<file path="src/cst_pkg.sv">
package cst_pkg;

    // Fixed port widths
    localparam int CMD_W       = 3;
    localparam int IO_WORD_W   = 32;
    localparam int COUNT_OUT_W = 6;
    localparam int MAX_WORD_W  = 64;

    // Command codes; the two unused codes act as query
    localparam logic [CMD_W-1:0] CMD_START   = 3'd0;
    localparam logic [CMD_W-1:0] CMD_ADVANCE = 3'd1;
    localparam logic [CMD_W-1:0] CMD_INSERT  = 3'd2;
    localparam logic [CMD_W-1:0] CMD_ATTACH  = 3'd3;
    localparam logic [CMD_W-1:0] CMD_REMOVE  = 3'd4;
    localparam logic [CMD_W-1:0] CMD_QUERY   = 3'd5;

    // Sequencer states
    typedef enum logic [2:0] {
        S_IDLE,
        S_SHIFT,
        S_WRITE,
        S_READ,
        S_LOAD
    } t_state;

endpackage

</file>
<file path="src/cst_ram.sv">
module cst_ram #(
    parameter int WIDTH = 32,
    parameter int DEPTH = 32
) (
    input  logic                     i_clk,
    input  logic                     i_we,
    input  logic [$clog2(DEPTH)-1:0] i_waddr,
    input  logic [WIDTH-1:0]         i_wdata,
    input  logic                     i_re,
    input  logic [$clog2(DEPTH)-1:0] i_raddr,
    output logic [WIDTH-1:0]         o_rdata
);

    logic [WIDTH-1:0] r_mem [DEPTH];
    logic [WIDTH-1:0] r_rdata;

    // One write port, one registered read port; read data holds without i_re
    always_ff @(posedge i_clk) begin
        if (i_we) begin
            r_mem[i_waddr] <= i_wdata;
        end
        if (i_re) begin
            r_rdata <= r_mem[i_raddr];
        end
    end

    assign o_rdata = r_rdata;

endmodule

</file>
<file path="src/cst_ctrl.sv">
module cst_ctrl #(
    parameter int CAPACITY_ENTRIES = 32,
    parameter int WORD_WIDTH       = 32
) (
    input  logic                                  i_clk,
    input  logic                                  i_rst_n,
    // command channel
    input  logic                                  i_in_valid,
    output logic                                  o_in_stall,
    input  logic [cst_pkg::CMD_W-1:0]             i_cmd,
    input  logic [cst_pkg::IO_WORD_W-1:0]         i_entry_value,
    // result channel
    output logic                                  o_out_valid,
    input  logic                                  i_out_stall,
    output logic [cst_pkg::IO_WORD_W-1:0]         o_current_value,
    output logic                                  o_has_current,
    output logic [cst_pkg::COUNT_OUT_W-1:0]       o_entry_count,
    output logic                                  o_error_flag,
    // item store port
    output logic                                  o_ram_we,
    output logic [$clog2(CAPACITY_ENTRIES)-1:0]   o_ram_waddr,
    output logic [WORD_WIDTH-1:0]                 o_ram_wdata,
    output logic                                  o_ram_re,
    output logic [$clog2(CAPACITY_ENTRIES)-1:0]   o_ram_raddr,
    input  logic [WORD_WIDTH-1:0]                 i_ram_rdata
);

    import cst_pkg::*;

    localparam int AW = $clog2(CAPACITY_ENTRIES);
    localparam int CW = $clog2(CAPACITY_ENTRIES + 1);
    localparam logic [CW-1:0] CAP_C = CW'(CAPACITY_ENTRIES);

    t_state              r_state, n_state;
    logic [CW-1:0]       r_count, n_count;
    logic [CW-1:0]       r_cursor, n_cursor;
    logic [CW-1:0]       r_left, n_left;
    logic [AW-1:0]       r_ptr, n_ptr;
    logic [AW-1:0]       r_wr_addr, n_wr_addr;
    logic [AW-1:0]       r_pos, n_pos;
    logic                r_wr_pend, n_wr_pend;
    logic                r_shift_up, n_shift_up;
    logic [WORD_WIDTH-1:0] r_word, n_word;
    logic                r_err, n_err;

    logic                r_out_valid, n_out_valid;
    logic [IO_WORD_W-1:0] r_out_value, n_out_value;
    logic                r_out_has, n_out_has;
    logic [COUNT_OUT_W-1:0] r_out_count, n_out_count;
    logic                r_out_err, n_out_err;

    logic                w_accept;
    logic                w_cur_valid;
    logic                w_full;
    logic [CW-1:0]       w_cnt_m1;
    logic [CW-1:0]       w_cur_p1;
    logic [CW-1:0]       w_new_pos;
    logic [MAX_WORD_W-1:0] w_in_ext;
    logic [MAX_WORD_W-1:0] w_rd_ext;
    logic [CW+COUNT_OUT_W-1:0] w_cnt_ext;

    // Input taken only between commands
    assign o_in_stall = (r_state != S_IDLE);
    assign w_accept   = i_in_valid && (r_state == S_IDLE);

    // Cursor bookkeeping
    assign w_cur_valid = (r_cursor < r_count);
    assign w_full      = (r_count >= CAP_C);
    assign w_cnt_m1    = r_count - CW'(1);
    assign w_cur_p1    = r_cursor + CW'(1);
    assign w_in_ext    = MAX_WORD_W'(i_entry_value);
    assign w_rd_ext    = MAX_WORD_W'(i_ram_rdata);
    assign w_cnt_ext   = (CW + COUNT_OUT_W)'(r_count);

    always_comb begin
        w_new_pos = '0;
        if (i_cmd == CMD_INSERT) begin
            w_new_pos = w_cur_valid ? r_cursor : '0;
        end else begin
            w_new_pos = w_cur_valid ? w_cur_p1 : r_count;
        end
    end

    // Sequencer: decode, shift loop, new-word write, readback, result load
    always_comb begin
        n_state     = r_state;
        n_count     = r_count;
        n_cursor    = r_cursor;
        n_left      = r_left;
        n_ptr       = r_ptr;
        n_wr_addr   = r_wr_addr;
        n_pos       = r_pos;
        n_wr_pend   = r_wr_pend;
        n_shift_up  = r_shift_up;
        n_word      = r_word;
        n_err       = r_err;
        n_out_valid = r_out_valid;
        n_out_value = r_out_value;
        n_out_has   = r_out_has;
        n_out_count = r_out_count;
        n_out_err   = r_out_err;
        o_ram_we    = 1'b0;
        o_ram_waddr = r_wr_addr;
        o_ram_wdata = i_ram_rdata;
        o_ram_re    = 1'b0;
        o_ram_raddr = r_ptr;

        // downstream took the pending beat
        if (r_out_valid && !i_out_stall) begin
            n_out_valid = 1'b0;
        end

        case (r_state)
            S_IDLE: begin
                if (w_accept) begin
                    n_err     = 1'b0;
                    n_wr_pend = 1'b0;
                    n_state   = S_READ;
                    case (i_cmd)
                        CMD_START: begin
                            n_cursor = '0;
                        end
                        CMD_ADVANCE: begin
                            if (w_cur_valid) begin
                                n_cursor = w_cur_p1;
                            end else begin
                                n_err = 1'b1;
                            end
                        end
                        CMD_INSERT, CMD_ATTACH: begin
                            if (w_full) begin
                                n_err = 1'b1;
                            end else begin
                                n_pos      = w_new_pos[AW-1:0];
                                n_left     = r_count - w_new_pos;
                                n_ptr      = w_cnt_m1[AW-1:0];
                                n_shift_up = 1'b1;
                                n_word     = w_in_ext[WORD_WIDTH-1:0];
                                n_count    = r_count + CW'(1);
                                n_cursor   = w_new_pos;
                                n_state    = S_SHIFT;
                            end
                        end
                        CMD_REMOVE: begin
                            if (!w_cur_valid) begin
                                n_err = 1'b1;
                            end else begin
                                n_left     = r_count - w_cur_p1;
                                n_ptr      = w_cur_p1[AW-1:0];
                                n_shift_up = 1'b0;
                                n_count    = w_cnt_m1;
                                n_state    = S_SHIFT;
                            end
                        end
                        default: begin
                        end
                    endcase
                end
            end
            S_SHIFT: begin
                // write back the word read last cycle, one place over
                o_ram_we    = r_wr_pend;
                o_ram_waddr = r_wr_addr;
                o_ram_wdata = i_ram_rdata;
                if (r_left != '0) begin
                    o_ram_re    = 1'b1;
                    o_ram_raddr = r_ptr;
                    n_wr_pend   = 1'b1;
                    n_wr_addr   = r_shift_up ? (r_ptr + AW'(1)) : (r_ptr - AW'(1));
                    n_ptr       = r_shift_up ? (r_ptr - AW'(1)) : (r_ptr + AW'(1));
                    n_left      = r_left - CW'(1);
                end else begin
                    n_wr_pend = 1'b0;
                    n_state   = r_shift_up ? S_WRITE : S_READ;
                end
            end
            S_WRITE: begin
                o_ram_we    = 1'b1;
                o_ram_waddr = r_pos;
                o_ram_wdata = r_word;
                n_state     = S_READ;
            end
            S_READ: begin
                o_ram_re    = 1'b1;
                o_ram_raddr = r_cursor[AW-1:0];
                n_state     = S_LOAD;
            end
            S_LOAD: begin
                // read data holds until the result register frees up
                if (!r_out_valid || !i_out_stall) begin
                    n_out_valid = 1'b1;
                    n_out_has   = w_cur_valid;
                    n_out_value = w_cur_valid ? w_rd_ext[IO_WORD_W-1:0] : '0;
                    n_out_count = w_cnt_ext[COUNT_OUT_W-1:0];
                    n_out_err   = r_err;
                    n_state     = S_IDLE;
                end
            end
            default: begin
                n_state = S_IDLE;
            end
        endcase
    end

    // Control state
    always_ff @(posedge i_clk) begin
        if (!i_rst_n) begin
            r_state     <= S_IDLE;
            r_count     <= '0;
            r_cursor    <= '0;
            r_wr_pend   <= 1'b0;
            r_out_valid <= 1'b0;
        end else begin
            r_state     <= n_state;
            r_count     <= n_count;
            r_cursor    <= n_cursor;
            r_wr_pend   <= n_wr_pend;
            r_out_valid <= n_out_valid;
        end
    end

    // Working and result payload
    always_ff @(posedge i_clk) begin
        r_left      <= n_left;
        r_ptr       <= n_ptr;
        r_wr_addr   <= n_wr_addr;
        r_pos       <= n_pos;
        r_shift_up  <= n_shift_up;
        r_word      <= n_word;
        r_err       <= n_err;
        r_out_value <= n_out_value;
        r_out_has   <= n_out_has;
        r_out_count <= n_out_count;
        r_out_err   <= n_out_err;
    end

    assign o_out_valid     = r_out_valid;
    assign o_current_value = r_out_value;
    assign o_has_current   = r_out_has;
    assign o_entry_count   = r_out_count;
    assign o_error_flag    = r_out_err;

    // Count stays within capacity
    a_count_cap: assert property (@(posedge i_clk) disable iff (!i_rst_n)
        r_count <= CAP_C)
        else $error("entry count above capacity");

    // Cursor never passes the end of the table
    a_cursor_range: assert property (@(posedge i_clk) disable iff (!i_rst_n)
        r_cursor <= r_count)
        else $error("cursor beyond entry count");

    // A refused insert or attach on a full table leaves count and cursor alone
    a_full_refused: assert property (@(posedge i_clk) disable iff (!i_rst_n)
        (w_accept && (i_cmd == CMD_INSERT || i_cmd == CMD_ATTACH) && w_full)
        |=> ($stable(r_count) && $stable(r_cursor) && r_err))
        else $error("full table modified");

    // The store is written only while a command is in progress
    a_no_idle_write: assert property (@(posedge i_clk) disable iff (!i_rst_n)
        (r_state == S_IDLE) |-> !o_ram_we)
        else $error("store write while idle");

    // A pending shift write only exists inside the shift loop
    a_pend_in_shift: assert property (@(posedge i_clk) disable iff (!i_rst_n)
        r_wr_pend |-> (r_state == S_SHIFT))
        else $error("shift write pending outside shift loop");

endmodule

</file>
<file path="src/cursor_sequence_table.sv">
// Channel   Direction  Handshake               Fields
// command   in         i_in_valid/o_in_stall   i_cmd, i_entry_value
// result    out        o_out_valid/i_out_stall o_current_value, o_has_current,
//                                              o_entry_count, o_error_flag
//
// Start, advance, query and refused commands run readback and result load.
// Insert and attach also run the shift loop and new-word write, remove the
// shift loop; the moves run one store read and one store write per cycle.
// Synchronous active-low reset empties the table and puts the cursor at 0;
// the store itself is not cleared.
// A finished result waits in the output register while the next command runs;
// the block holds the end of a command until a stalled result is taken.
module cursor_sequence_table #(
    parameter int CAPACITY_ENTRIES = 32,
    parameter int WORD_WIDTH       = 32
) (
    input  logic                              i_clk,
    input  logic                              i_rst_n,
    input  logic                              i_in_valid,
    output logic                              o_in_stall,
    input  logic [cst_pkg::CMD_W-1:0]         i_cmd,
    input  logic [cst_pkg::IO_WORD_W-1:0]     i_entry_value,
    output logic                              o_out_valid,
    input  logic                              i_out_stall,
    output logic [cst_pkg::IO_WORD_W-1:0]     o_current_value,
    output logic                              o_has_current,
    output logic [cst_pkg::COUNT_OUT_W-1:0]   o_entry_count,
    output logic                              o_error_flag
);

    import cst_pkg::*;

    localparam int AW = $clog2(CAPACITY_ENTRIES);

    logic                  w_ram_we;
    logic [AW-1:0]         w_ram_waddr;
    logic [WORD_WIDTH-1:0] w_ram_wdata;
    logic                  w_ram_re;
    logic [AW-1:0]         w_ram_raddr;
    logic [WORD_WIDTH-1:0] w_ram_rdata;

    // Command sequencer and result register
    cst_ctrl #(
        .CAPACITY_ENTRIES (CAPACITY_ENTRIES),
        .WORD_WIDTH       (WORD_WIDTH)
    ) u_ctrl (
        .i_clk           (i_clk),
        .i_rst_n         (i_rst_n),
        .i_in_valid      (i_in_valid),
        .o_in_stall      (o_in_stall),
        .i_cmd           (i_cmd),
        .i_entry_value   (i_entry_value),
        .o_out_valid     (o_out_valid),
        .i_out_stall     (i_out_stall),
        .o_current_value (o_current_value),
        .o_has_current   (o_has_current),
        .o_entry_count   (o_entry_count),
        .o_error_flag    (o_error_flag),
        .o_ram_we        (w_ram_we),
        .o_ram_waddr     (w_ram_waddr),
        .o_ram_wdata     (w_ram_wdata),
        .o_ram_re        (w_ram_re),
        .o_ram_raddr     (w_ram_raddr),
        .i_ram_rdata     (w_ram_rdata)
    );

    // Item store
    cst_ram #(
        .WIDTH (WORD_WIDTH),
        .DEPTH (CAPACITY_ENTRIES)
    ) u_store (
        .i_clk   (i_clk),
        .i_we    (w_ram_we),
        .i_waddr (w_ram_waddr),
        .i_wdata (w_ram_wdata),
        .i_re    (w_ram_re),
        .i_raddr (w_ram_raddr),
        .o_rdata (w_ram_rdata)
    );

endmodule
</file>
<file path="config.mk">
export PLATFORM = sky130hd
export DESIGN_NAME = cursor_sequence_table
export DESIGN_NICKNAME = d
export VERILOG_FILES = /design/src/cst_pkg.sv /design/src/cst_ram.sv /design/src/cst_ctrl.sv /design/src/cursor_sequence_table.sv
export SDC_FILE = /design/constraint.sdc
export NUM_CORES = 2
export LEC_CHECK = 0
export BUFFER_PORTS_ARGS = -buffer_cell sky130_fd_sc_hd__buf_2
export CORE_ASPECT_RATIO = 0.7
export CORE_MARGIN = 2
export CORE_UTILIZATION = 63
export DETAILED_ROUTE_END_ITERATION = 8
export PLACE_DENSITY = 0.88
export SYNTH_ARGS = -nofsm -noshare
export SYNTH_HDL_FRONTEND = slang
export SYNTH_SLANG_ARGS = --single-unit
</file>
<file path="constraint.sdc">
create_clock -name i_clk -period 5.35 [get_ports i_clk]
set_clock_uncertainty 0.15 [all_clocks]
set_input_delay 0.535 -clock i_clk [delete_from_list [all_inputs] [get_ports i_clk]]
set_output_delay 0.535 -clock i_clk [all_outputs]
set_load 0.01 [all_outputs]
</file>
==> flow_summary.toml <==
[global_route]
grt_max_degree = 103
grt_first_pass_wirelength_um = 214000
grt_use_met1_pct = 48.6
grt_pass1_vias = 32900
met2_usage_pct = 52.7
met3_usage_pct = 12.7
antenna_found_initial = 1
overflow = 0
busiest_layer = "met2"
track_usage_pct = 35.9

[flow_run]
maxCapViolations = 0

[floorplan]
die_x_um = 342
die_h_um = 241
die-area_mm2 = 0.0824
start_util_pct = 63.9
io_pins = 81
rows = 86
core_mm2 = 0.0790

[worst_setup_path]
worstSetupStartpointType = "register"
end_kind = "register"
required_ns = 5.63
crit_type = "reg -> reg"
cp_max_fo = 102
worst-endpoint-arrival_ns = 4.56

[drt]
first_pass_iters = 6
avgRoutedWirePerCell_um = 32.2
first_iter_violations = 7195
viasPerCell = 7.33
routed_wl_um = 147000
drc = 0
vias = 33400
drtAntennaViolNets = 0

[power_and_ir_drop]
clockPowerShare_pct = 30.1
sequentialPowerShare_pct = 47.3
power_density_mw_per_mm2 = 441
intPower_w = 0.0172
switching_share_pct = 30.2
pwr-share-comb_pct = 22.6
ir_worst_vdd_mv = 0.382
fin_total_pwr_w = 0.0247
leakage_nw = 18.5
power.switching_w = 0.00746

[synth]
synth_edf_count = 1151
ys_types = 70
async_reset_ff_share_pct = 0
synth_warnings = 0
synth_simple_gate_area_share_pct = 10.5
postSynthAreaPerCell_um2 = 15.2
synth_xor_area_share_pct = 0.521
ys_ff_latch = 1168
syn_nets = 3371
ys.flop_type = "edfxtp_1"
synth.yosys.seq_area_share_pct = 69.2
syn_area_mm2 = 0.0505
synth_fa_ha_area_share_pct = 0.486
postSynthCellCount = 3313
muxShareOfSynthArea_pct = 13.0
synth_top_family_by_area = "multiplexers"
synth_compound_area_share_pct = 3.91

[clock_tree]
cts_resized = 0
cts.sinks = 1168
postCtsSetupRepairBufs = 0
cts_root_buf = "clkbuf_16"
cts_made_buffers = 100
clk_path_buf_depth = 3
htree_levels = 3
hold_buffers = 33
path_clk_slew_ns = 0.07
clk_latency_ns = 0.71
cts_tree = "yes"

[layout]
fillers = 4478
final_util_pct = 70.9
area_growth_pct = 11.0
nets = 3473
layout-drive-gt1-share_pct = 19.8
final_cells = 4558

[timing]
rsz0062_at_grt = "no"
tns_ns = 0
max_freq_ghz = 0.234
setup-violations-final = 0
finalHoldViolCount = 0
holdWs_ns = 0.0650
finalMaxSlewViolations = 0
min_period_ns = 4.28
relSlewSlack_pct = 3.48
min_period_over_period_pct = 80.0
worst_slew_pin_slew_ns = 1.45

[placed_design]
place_inst = 4335
io_buffers = 80
place.gp.congestion = 0.891
dp_hpwl_um = 80600

[min_path]
hp-class = "in -> reg"

[status]
status = "finished clean"
## critical path: stages, from the launching register on
cell,delay [ns]
dfxtp_1,0.56
nand3b_4,0.43
mux2_8,1.00
buf_4,0.56
mux4_2,0.56
nor2_1,0.13
nor2_1,0.07
o2111ai_1,0.31
nor4_1,0.12
## per-layer routing
metal | part of all wire [%] | wire [um]
met1 | 33 | 48400
met2 | 44 | 64400
met3 | 18 | 25900
met4 | 5.6 | 8220
met5 | 0.037 | 54
## power by group through the flow
stage / Sequential, W / Clock [W] / Combinational [W]
floorplan: 0.0117 / 0 / 0.00364
global placement: 0.0118 / 0 / 0.00503
detailed placement: 0.0118 / 0 / 0.00526
CTS: 0.0116 / 0.00740 / 0.00538
global route: 0.0117 / 0.00773 / 0.00585
finish: 0.0117 / 0.00742 / 0.00559
## cells in the mapped netlist, types with 4 or more instances
library cell	n	share of area, %
mux4_1	7	0.36
a31o_2	26	0.45
and4b_1	6	0.12
a221oi_1	7	0.12
nor2_1	175	1.3
o2111ai_1	25	0.43
nand2b_1	11	0.14
nand3_1	229	2.3
buf_2	73	0.72
xor2_1	11	0.19
nand2_1	661	4.9
dfxtp_1	17	0.67
o22ai_1	9	0.11
and2_1	37	0.46
edfxtp_1	1151	68
inv_1	16	0.12
and3_1	7	0.087
mux2_2	36	0.80
nand4_1	28	0.35
nor4_1	30	0.37
a32oi_1	32	0.56
xnor2_1	19	0.33
nor2b_1	8	0.099
a211oi_1	4	0.060
buf_6	16	0.36
a31oi_1	10	0.12
mux2i_1	49	0.97
buf_4	20	0.30
mux4_2	241	11
o21ai_0	39	0.39
ha_1	18	0.45
buf_1	8	0.060
a2111oi_0	6	0.10
nor3_1	13	0.13
a21oi_1	110	1.1
clkbuf_1	104	0.77
## metrics by stage
stage               worst slack, ns  cell area [um2]
global route                  0.796            56000
finish                         1.07            56000
CTS                            1.14            56000
floorplan                      1.29            50500
global placement               1.28            52400
detailed placement             1.19            52400
## cell type report
type	count	area (um2)	area share, %
diodes	2	5.00	0.00894
clock inverters	61	633	1.13
clock buffers	126	2640	4.72
flip-flops and latches	1168	34900	62.3
repair buffers	222	1670	2.98
multi-input cells	1904	14700	26.3
well taps	1056	1320	2.36
inverters	19	73.8	0.132
## state kept, by name (all words and copies together) (netlist names)
name	count
u_ctrl.r_wr_addr	5
u_ctrl.o_error_flag	1
u_ctrl.r_left	6
u_ctrl.r_wr_pend	1
u_ctrl.r_shift_up	1
u_ctrl.r_count	6
u_ctrl.r_state	3
u_ctrl.r_err	1
u_ctrl.o_has_current	1
u_store.o_rdata	32
u_ctrl.o_out_valid	1
u_ctrl.r_word	32
u_ctrl.o_current_value	32
u_ctrl.r_cursor	6
u_ctrl.o_entry_count	6
u_store.r_mem	1024
u_ctrl.r_ptr	5
u_ctrl.r_pos	5
## worst paths after layout
path	from	to	slack [ns]	cells past startpoint
max	u_ctrl.r_state[0]	u_store.o_rdata[15]	1.07	8
min	i_cmd[2]	u_ctrl.r_err	0.06	2
max reg2reg	u_ctrl.r_state[0]	u_store.o_rdata[15]	1.07	8
min reg2reg	u_ctrl.r_err	u_ctrl.o_error_flag	0.30	0
## kinds of logic after synthesis
kind of cell / Yosys count
simple gates: 1222
flops: 1168
mux: 336
compound gates: 297
buf+inv: 241
xor+xnor: 30
fa+ha+maj: 19
## layout by cell type, fill, tap and decap left out, drive strengths merged, types with 30 or more instances in the layout
cell type,instances
mux2i,51
dlygate4sd3,33
nand3,229
edfxtp,1151
nor2,176
and2,37
mux2,37
a21oi,110
nor4,30
mux4,248
nand2,661
clkinv,46
clkbuf,127
a32oi,32
buf,188
o21ai,40
No activity file was read; power rests on OpenSTA's default activity.
